**src/hw/rtl/lrupb_pkg.sv**
```systemverilog
// Package for the LRU page buffer: sizes, command and result codes, FSM states.
// No dependencies.
`timescale 1ns / 1ps
package lrupb_pkg;
  localparam int SLOTS = 16;
  localparam int SW = $clog2(SLOTS);
  localparam int CW = $clog2(SLOTS + 1);

  typedef enum logic [1:0] {
    CMD_GET = 2'd0, CMD_PIN = 2'd1, CMD_MARK = 2'd2, CMD_FLUSH = 2'd3
  } cmd_t;

  typedef enum logic [2:0] {
    K_HIT = 3'd0, K_MISS = 3'd1, K_PIN_UPD = 3'd2, K_PIN_INS = 3'd3,
    K_MARKED = 3'd4, K_ABSENT = 3'd5, K_FLUSH_WB = 3'd6, K_FLUSH_DONE = 3'd7
  } kind_t;

  typedef enum logic [2:0] {
    S_IDLE, S_SCAN, S_FREAD, S_FEMIT
  } state_t;
endpackage

```
**src/hw/rtl/lru_page_buffer_policy.sv**
```systemverilog
// LRU page buffer top level: tag memory, per-slot flags and age counters, control FSM.
// Depends on lrupb_pkg.
// Get, pin, mark: the command scans the 16 slots one per cycle, then resolves and writes;
// no new command is taken until it is done; a single result strobes at the end.
// Flush walks ages 0..SLOTS-1, each age a linear search of the slots plus a tag read.
// Results cannot be stalled by the receiver.
// Synchronous reset clears flags, ages, occupancy and sets capacity to 16.
`timescale 1ns / 1ps
module lru_page_buffer_policy (
  input  logic        clk,
  input  logic        rst,
  input  logic        start,
  output logic        busy,
  input  logic [1:0]  command,
  input  logic [31:0] page_id,
  input  logic        dirty_flag,
  input  logic        cfg_valid,
  output logic        cfg_ready,
  input  logic [4:0]  cfg_data,
  output logic        strobe,
  output logic [2:0]  kind,
  output logic [31:0] page_out,
  output logic        evicted,
  output logic [31:0] victim_page,
  output logic        evicted_dirty,
  output logic        load_from_disk,
  output logic        last
);
  localparam int SW = lrupb_pkg::SW;
  localparam int CW = lrupb_pkg::CW;
  localparam int SLOTS = lrupb_pkg::SLOTS;

  // command registers and scan state
  lrupb_pkg::state_t state, state_next;
  logic          strobe_next;
  logic [1:0]    cmd_r;
  logic [31:0]   page_id_r;
  logic          dflag_r;
  logic [CW-1:0] idx;       // scan index (one beyond last)
  logic [SW-1:0] si;
  logic          hit;
  logic [SW-1:0] hit_s, vic_s, free_s;
  logic          vic_f, free_f;
  logic [SW-1:0] fage;
  logic          cmp_v;
  logic [SW-1:0] cmp_s;
  logic          scan_end, flush_hit, flush_end, vic_take;

  // per-slot flags, ages, occupancy and capacity
  logic [SLOTS-1:0] valid, dirty;
  logic [SW-1:0] age [SLOTS];
  logic [CW-1:0] occ;
  logic [4:0]    cap;
  logic [CW-1:0] effcap;
  logic          evict_now;
  logic          ins_we;
  logic [SW-1:0] ins_slot;
  logic [31:0]   tag_mem_vic;

  // Tag memory: one write port, one registered read port
  logic [31:0] tag_mem [SLOTS];
  logic [31:0] tag_q;
  logic        tag_we;
  logic [SW-1:0] tag_waddr, tag_raddr;
  always_ff @(posedge clk) begin
    if (tag_we) tag_mem[tag_waddr] <= page_id_r;
    tag_q <= tag_mem[tag_raddr];
  end

  assign busy = (state != lrupb_pkg::S_IDLE);
  assign cfg_ready = 1'b1;

  // effective capacity
  always_comb begin
    if (cap == 5'd0) effcap = CW'(1);
    else if (32'(cap) > SLOTS) effcap = CW'(SLOTS);
    else effcap = CW'(cap);
  end

  assign si = idx[SW-1:0];
  assign tag_raddr = (state == lrupb_pkg::S_SCAN || state == lrupb_pkg::S_FREAD) ? si : hit_s;
  assign tag_we = ins_we;
  assign tag_waddr = ins_slot;

  // scan pipeline: read issued at si, compare in the following cycle
  assign evict_now = (occ >= effcap);
  assign scan_end = (idx == CW'(SLOTS)) && !cmp_v;
  assign vic_take = (state == lrupb_pkg::S_SCAN) && cmp_v && valid[cmp_s] &&
                    (!vic_f || age[cmp_s] > age[vic_s]);
  assign flush_hit = valid[si] && age[si] == fage && dirty[si];
  assign flush_end = !flush_hit && idx == CW'(SLOTS-1) && fage == SW'(SLOTS-1);

  always_comb begin
    ins_we = 1'b0;
    ins_slot = free_s;
    if (state == lrupb_pkg::S_SCAN && scan_end && !hit &&
        (cmd_r == lrupb_pkg::CMD_GET || cmd_r == lrupb_pkg::CMD_PIN)) begin
      ins_we = 1'b1;
      ins_slot = evict_now ? vic_s : free_s;
    end
  end

  // next state and result strobe
  always_comb begin
    state_next = state;
    strobe_next = 1'b0;
    unique case (state)
      lrupb_pkg::S_IDLE: begin
        if (start) begin
          if (command == lrupb_pkg::CMD_FLUSH) state_next = lrupb_pkg::S_FREAD;
          else state_next = lrupb_pkg::S_SCAN;
        end
      end
      lrupb_pkg::S_SCAN: begin
        if (scan_end) begin
          state_next = lrupb_pkg::S_IDLE;
          strobe_next = 1'b1;
        end
      end
      lrupb_pkg::S_FREAD: begin
        if (flush_hit) begin
          state_next = lrupb_pkg::S_FEMIT;
        end else if (flush_end) begin
          state_next = lrupb_pkg::S_IDLE;
          strobe_next = 1'b1;
        end
      end
      lrupb_pkg::S_FEMIT: begin
        state_next = lrupb_pkg::S_FREAD;
        strobe_next = 1'b1;
      end
      default: state_next = lrupb_pkg::S_IDLE;
    endcase
  end

  // state register
  always_ff @(posedge clk) begin
    if (rst) state <= lrupb_pkg::S_IDLE;
    else state <= state_next;
  end

  // datapath
  always_ff @(posedge clk) begin
    if (rst) begin
      valid <= '0; dirty <= '0; occ <= '0; cap <= 5'd16;
      for (int i = 0; i < SLOTS; i++) age[i] <= '0;
      strobe <= 1'b0; cmp_v <= 1'b0;
    end else begin
      strobe <= strobe_next;
      if (cfg_valid && cfg_ready) cap <= cfg_data;
      unique case (state)
        lrupb_pkg::S_IDLE: begin
          if (start) begin
            cmd_r <= command; page_id_r <= page_id; dflag_r <= dirty_flag;
            idx <= '0; hit <= 1'b0; free_f <= 1'b0; vic_f <= 1'b0; cmp_v <= 1'b0;
            vic_s <= '0; free_s <= '0; fage <= '0;
          end
        end
        lrupb_pkg::S_SCAN: begin
          // compare stage
          if (cmp_v) begin
            if (valid[cmp_s] && tag_q == page_id_r && !hit) begin
              hit <= 1'b1; hit_s <= cmp_s;
            end
            if (!valid[cmp_s] && !free_f) begin
              free_f <= 1'b1; free_s <= cmp_s;
            end
            if (vic_take) begin
              vic_f <= 1'b1; vic_s <= cmp_s;
            end
          end
          if (idx != CW'(SLOTS)) begin
            cmp_v <= 1'b1; cmp_s <= si; idx <= idx + CW'(1);
          end else if (cmp_v) begin
            cmp_v <= 1'b0;
          end else begin
            // resolve command
            last <= 1'b1; page_out <= page_id_r;
            evicted <= ins_we & evict_now;
            victim_page <= (ins_we && evict_now) ? tag_mem_vic : '0;
            evicted_dirty <= ins_we & evict_now & dirty[vic_s];
            load_from_disk <= ins_we && (cmd_r == lrupb_pkg::CMD_GET);
            if (cmd_r == lrupb_pkg::CMD_MARK) begin
              kind <= hit ? lrupb_pkg::K_MARKED : lrupb_pkg::K_ABSENT;
              if (hit) dirty[hit_s] <= 1'b1;
            end else if (hit) begin
              kind <= (cmd_r == lrupb_pkg::CMD_GET) ? lrupb_pkg::K_HIT : lrupb_pkg::K_PIN_UPD;
              if (cmd_r == lrupb_pkg::CMD_PIN) dirty[hit_s] <= dflag_r;
              for (int i = 0; i < SLOTS; i++)
                if (valid[i] && SW'(i) != hit_s && age[i] < age[hit_s]) age[i] <= age[i] + 1'b1;
              age[hit_s] <= '0;
            end else begin
              kind <= (cmd_r == lrupb_pkg::CMD_GET) ? lrupb_pkg::K_MISS : lrupb_pkg::K_PIN_INS;
              for (int i = 0; i < SLOTS; i++)
                if (valid[i] && SW'(i) != ins_slot) age[i] <= age[i] + 1'b1;
              age[ins_slot] <= '0;
              valid[ins_slot] <= 1'b1;
              dirty[ins_slot] <= (cmd_r == lrupb_pkg::CMD_PIN) & dflag_r;
              if (!evict_now) occ <= occ + CW'(1);
            end
          end
        end
        lrupb_pkg::S_FREAD: begin
          // search for a dirty slot holding age fage, one slot per cycle except while a write-back is emitted
          if (flush_hit) begin
            hit_s <= si;
          end else if (idx == CW'(SLOTS-1)) begin
            idx <= '0;
            if (fage == SW'(SLOTS-1)) begin
              kind <= lrupb_pkg::K_FLUSH_DONE; last <= 1'b1;
              page_out <= '0; evicted <= 1'b0; victim_page <= '0;
              evicted_dirty <= 1'b0; load_from_disk <= 1'b0;
            end else fage <= fage + 1'b1;
          end else idx <= idx + CW'(1);
        end
        lrupb_pkg::S_FEMIT: begin
          kind <= lrupb_pkg::K_FLUSH_WB; last <= 1'b0;
          page_out <= tag_q; evicted <= 1'b0; victim_page <= '0;
          evicted_dirty <= 1'b0; load_from_disk <= 1'b0;
          dirty[hit_s] <= 1'b0;
        end
        default: ;
      endcase
    end
  end

  // victim tag captured during the scan
  always_ff @(posedge clk) begin
    if (state == lrupb_pkg::S_IDLE) tag_mem_vic <= '0;
    else if (vic_take) tag_mem_vic <= tag_q;
  end
endmodule

```
**config.mk**
```make
export PLATFORM = sky130hd
export DESIGN_NAME = lru_page_buffer_policy
export DESIGN_NICKNAME = d
export VERILOG_FILES = /design/src/hw/rtl/lrupb_pkg.sv /design/src/hw/rtl/lru_page_buffer_policy.sv
export SDC_FILE = /design/constraint.sdc
export NUM_CORES = 1
export LEC_CHECK = 0
export BUFFER_PORTS_ARGS = -buffer_cell sky130_fd_sc_hd__buf_2
export CORE_MARGIN = 1.5
export CORE_UTILIZATION = 40
export DETAILED_ROUTE_END_ITERATION = 12
export GPL_TIMING_DRIVEN = 0
export SLEW_MARGIN = 10
export SYNTH_ARGS = -nofsm -noshare
export SYNTH_HDL_FRONTEND = slang
export SYNTH_SLANG_ARGS = --single-unit
```
**constraint.sdc**
```tcl
create_clock -name clk -period 9.5 [get_ports clk]
set_clock_uncertainty 0.15 [all_clocks]
set_input_delay 1.9 -clock clk [delete_from_list [all_inputs] [get_ports clk]]
set_output_delay 1.9 -clock clk [all_outputs]
set_load 0.02 [all_outputs]
```
==> results of run 1 <==
## stage by stage
stage                     TNS (ps)  hold slack, ps
after global routing             0             314
after CTS                        0             306
after detailed placement         0             291
after floorplan                  0             274
final                            0             301
after global placement      -50730             279
## routing by layer
| metal | wire, um | global-route usage | share of wire | vias to the layer above |
|---|---|---|---|---|
| met5 | 29 | 0 | 0.00025 | - |
| met4 | 4290 | 0.0906 | 0.037 | 4 |
| met3 | 8240 | 0.0365 | 0.072 | 221 |
| met2 | 54600 | 0.397 | 0.47 | 1127 |
| met1 | 47900 | 0.331 | 0.42 | 12500 |
| li1 | - | - | - | 10300 |
## synth_stat cells (50+ instances only)
| library cell | instances | area, um^2 |
|---|---|---|
| nor3_1 | 50 | 250 |
| nand3_1 | 55 | 275 |
| mux2i_1 | 61 | 611 |
| o21ai_0 | 69 | 345 |
| mux4_2 | 217 | 4890 |
| nand2_1 | 167 | 627 |
| edfxtp_1 | 646 | 19400 |
| inv_1 | 52 | 195 |
| ha_1 | 86 | 1080 |
| nor2_1 | 167 | 627 |
| dfxtp_1 | 190 | 3800 |
| clkbuf_1 | 111 | 417 |
| a31oi_1 | 51 | 319 |
## final timing paths
path         depth (start not counted)      from  endpoint  slack (ps)
max reg2reg                         14  register  vic_s[1]        3040
min reg2reg                          0    idx[3]  cmp_s[3]         300
max                                 14  register  vic_s[1]        3040
min                                  0    idx[3]  cmp_s[3]         300
## report_power, final
part	leakage, uW	switching (uW)	total [uW]	internal (uW)
Combinational	0.00532	1830	2980	1150
Sequential	0.00740	305	4550	4250
Clock	0.00143	1470	3490	2010
Total	0.0142	3600	11000	7410
## cells by family after synthesis
group / after synthesis
AOI/OAI and AO/OA: 369
xor gates and xnor gates: 64
adders and majority gates: 86
buffers and inverters: 196
DFF: 836
muxes: 301
other: 1
and+or+nand+nor: 650
## worst max-delay path, delay by kind of cell (launching register included)
family / cells / cell delay, ps
flops: 1 / 350
fa+ha+maj: 1 / 300
simple gates: 3 / 640
compound gates: 4 / 790
mux: 2 / 1080
buf+inv: 4 / 2780
## flip-flops by register name, indices dropped and copies added (netlist names), 32 cells and up, named ones only
name,flops
tag_mem,512
age,64
page_id_r,32
page_out,32
tag_mem_vic,32
tag_q,32
victim_page,32
## final cells by class
cell class	instances	area [um^2]
Multi-Input combinational cell	1471	13300
Sequential cell	836	23200
Clock buffer	121	2420
Antenna cell	3	7.51
Fill cell	8010	49000
Buffer	143	552
Tap cell	1243	1560
Timing Repair Buffer	143	1050
Clock inverter	43	509
Inverter	53	199
==> run metrics, run 1 <==
status finished clean; number of global-route vias before repair 24100; PnR worst setup slack 3040 ps; Pleak 0.0142 uW; main combinational cell family by area after synthesis multiplexers; first-pass GRT wire length around 170000 um; Core Region 91800 um^2; DRC violations left 0; Top FF cell, synth edfxtp_1; critical path class register to register; most frequent cells in the layout edfxtp_1 (646), mux4_2 (217), dfxtp_1 (190), nand2_1 (167), nor2_1 (150); cts bufs inserted 88; final hold viol count 0; Nets 2866; Die Y 307 um; Vias/cell between 5 and 6; Die Wd about 310 um; Num Clock Sinks 836; #FFs+latches synth 836; Slew headroom 0.100; Resized cells post-CTS 0; Max Clk Rate 155 MHz; crit-path cells clkbuf_1 > buf_1 > mux4_2 > mux4_2 > ha_1 > nor2b_1 > o21a_1 > o21a_1 > o21ai_0 > a21oi_1 > clkbuf_1 > buf_1 > nor2_1 > nor2_1; row cnt roughly 110; clk slew on worst S/H paths 60 ps; Tot Pwr 11000 uW; dpl ws 2940 ps; clk_lat worst skew 670 ps; Synth Area in XOR/XNOR 0.0151; Netlist cell types 74; H-Tree Depth 3; remaining antenna violation count 0; Critical Path Start Type register; Final period util 0.680; Post-DP HPWL approximately 82000 um; CTS root buffer clkbuf_16; worst-path maximum fanout 10; DIE AREA 94500 um^2; Avg WL per Cell 28.4 um; largest net degree at the start of global routing 26; PwrDens roughly 260 nW/um^2; Setup Fix Bufs, Post-CTS 0; I/O Buffers about 120; Initial Util 0.404; Syn Area/Cell 14.8 um^2; Worst EP required ~9600 ps; GRT overflow 0; antenna violations before repair 7; # hold bufs at CTS 0; Synth Area in Simple Gates 0.0862; DRT Wirelength roughly 120000 um; placed cell area 39800 um^2; number of non-filler instances in the completed layout 4056; Max Slew Vio Count 0; starting DRC count in detailed routing 2449; final instance area 42800 um^2; Synth Area in Compound Gates 0.0684; Setup crit end kind register; Vias 24200; Clock Path Buffers 3; Post-synth ARST share 0; gpl congestion between 0.9 and 1; Post-Synth Adder-Cell Area 0.0290; DRT Pass-1 Iters 8; Post-Synthesis Cell Area 37100 um^2; Total GRT Usage 0.243; Slew @ Worst Pin 1330 ps; share of cells above drive strength 1 0.201; slowest CP cell buf_1; I/O pins 118; leading cell type in the layout, fill and taps excluded edfxtp_1; Post-synth EDFFs about 650; TritonCTS clock tree built; CP max stage delay about 900 ps; post-layout util 0.466; post-synthesis mux area share 0.155; RSZ-0062 raised after global routing false; Mapped Nets approximately 2600; critical path data arrival time 6590 ps; Seq/Total Area, Yosys 0.626; Hold WC Path Type register to register; max cap viols 0; Finish-stage setup viols 0; Ys Warns 0; P&R area growth vs syn 15.4%; crit path time final 6460 ps; Peak VDD IR 0.000189 V; Mapped Cells 2503; Cells after DPL 3889
(Power assumes the default switching activity.)
==> run 2: changes to the inputs <==
==> constraint.sdc (replaced) <==
create_clock -name clk -period 6.23 [get_ports clk]
set_clock_uncertainty 0.15 [all_clocks]
set_input_delay 1.246 -clock clk [delete_from_list [all_inputs] [get_ports clk]]
set_output_delay 1.246 -clock clk [all_outputs]
set_load 0.02 [all_outputs]
==> run metrics, run 2 (synthesized netlist as in run 1, its figures left out) <==
I/O pins 118 (unchanged); critical path data arrival time 6120 ps (was 6590 ps); Slew @ Worst Pin 1210 ps (was 1330 ps); max cap viols 0 (unchanged); critical path class register to register (unchanged); Gate power share 0.270 (about the same); antenna violations before repair 7 (unchanged); Die Y 307 um (unchanged); post-layout util 0.467 (was 0.466); Finish-stage setup viols 0 (unchanged); cts bufs inserted 91 (was 88); H-Tree Depth 3 (unchanged); Tot Pwr 17000 uW (was 11000 uW); CTS root buffer clkbuf_16 (unchanged); length of routed met2 wiring 54500 um (was 54600 um); first-pass GRT wire length 167000 um (about the same); P&R area growth vs syn 15.7% (was 15.4%); Die Wd 307 um (unchanged); Post-DP HPWL 81900 um (about the same); Initial Util 0.404 (unchanged); Vias 24000 (was 24200); Sw Share 0.327 (about the same); clk_lat worst skew 680 ps (was 670 ps); R2R setup slack 330 ps (was 3040 ps); worst-path maximum fanout 17 (was 10); # hold bufs at CTS 0 (unchanged); Num Clock Sinks 836 (unchanged); DRC violations left 0 (unchanged); starting DRC count in detailed routing 2760 (was 2449); gpl congestion 0.975 (was 0.955); Post-Route Hold Slack 299 ps (was 301 ps); row cnt 111 (unchanged); leading cell type in the layout, fill and taps excluded edfxtp_1 (unchanged); highest routed layer met5 (unchanged); largest net degree at the start of global routing 23 (was 26); final hold viol count 0 (unchanged); Clk network pwr share 0.323 (was 0.317); number of global-route vias before repair 24300 (was 24100); Clock Path Buffers 3 (unchanged); Max Slew Vio Count 0 (unchanged); met3 wire length 8670 um (was 8240 um); Top Registers tag_mem x512, age x64 (unchanged); Hold WC Path Type register to register (unchanged); PnR worst setup slack 328 ps (was 3040 ps); Seq pwr share 0.407 (was 0.413); Resized cells post-CTS 4 (was 0); GRT overflow 0 (unchanged); Worst EP required 6450 ps (was 9630 ps); remaining antenna violation count 0 (unchanged); Vias/cell 5.92 (was 5.96); share of cells above drive strength 1 0.205 (was 0.201); Setup Fix Bufs, Post-CTS 0 (unchanged); RSZ-0062 raised after global routing false (unchanged); Max Clk Rate 169 MHz (was 155 MHz); crit path time final 5900 ps (was 6460 ps); flip-flop count of the largest register after layout 512 (unchanged); DIE AREA 94500 um^2 (unchanged); Core Region 91800 um^2 (unchanged); dpl ws -390 ps (was 2940 ps); largest register by flop count tag_mem (unchanged); most frequent cells in the layout edfxtp_1 (646), mux4_2 (217), dfxtp_1 (190), nand2_1 (167), nor2_1 (150) (unchanged); Total GRT Usage 0.243 (about the same); TritonCTS clock tree built (unchanged); Final period util 0.947 (was 0.680); Slew headroom 0.183 (was 0.100); Nets 2868 (was 2866); Post-Route M1 WL 47300 um (was 47900 um); Avg WL per Cell 28.3 um (was 28.4 um); Setup crit end kind register (unchanged); Internal Power 11400 uW (was 7410 uW); status finished clean (unchanged); DRT Pass-1 Iters 6 (was 8); Pleak 0.0142 uW (about the same); Peak VDD IR 0.000333 V (was 0.000189 V); clk slew on worst S/H paths 60 ps (about the same); Critical Path Start Type register (unchanged); Psw 5550 uW (was 3600 uW); DRT Wirelength 115000 um (about the same); I/O Buffers 115 (unchanged); PwrDens 395 nW/um^2 (was 257 nW/um^2)
run 2: cell type report:
cell class                 count  area, um^2
clock buffer                 122        2550
timing repair buffer         142        1040
antenna                        2        5.00
sequential                   836       23200
fill                        7972       48900
clock inverter                47         512
multi-input combinational   1471       13300
buffer                       143         563
inverter                      53         199
tap                         1243        1560
run 2: metal layers:
layer,track usage,vias to the layer above
li1,-,10300
met1,0.329,12300
met2,0.396,1163
met3,0.0401,235
met4,0.0881,2
met5,0,-
run 2: path summary, 6_finish.rpt:
check	from	to	cells past startpoint
max reg2reg	idx[1]	tag_mem[8][2]	14
min	idx[2]	cmp_s[2]	0
max	idx[1]	tag_mem[8][2]	14
min reg2reg	idx[2]	cmp_s[2]	0
run 2: worst max-delay path, stage by stage (launching register included):
cell,delay [ps]
edfxtp_1,390
clkbuf_1,320
clkbuf_1,510
inv_1,270
ha_1,250
nand4bb_1,80
buf_2,270
nor3_1,160
o21ai_1,300
clkbuf_1,430
clkbuf_1,830
o21ai_0,280
and2_1,350
nor2_4,670
buf_12,260
run 2: per-stage QoR:
| stage | setup TNS [ps] | cell area, um^2 | std cells |
|---|---|---|---|
| 4_1_cts | 0 | 42900 | 4057 |
| 5_1_grt | 0 | 42900 | 4057 |
| 2_1_floorplan | 0 | 37100 | 2503 |
| 3_5_place_dp | -1950 | 39800 | 3888 |
| 3_3_place_gp | -536330 | 39200 | 3861 |
| 6_report | 0 | 42900 | 4059 |
run 2: power groups by stage:
stage | clock [uW] | sequential [uW] | combinational, uW
floorplan | 0 | 6930 | 2880
global placement | 0 | 7020 | 4450
detailed placement | 0 | 7010 | 4570
CTS | 5540 | 6900 | 4590
global route | 5760 | 6940 | 4880
finish | 5480 | 6910 | 4580
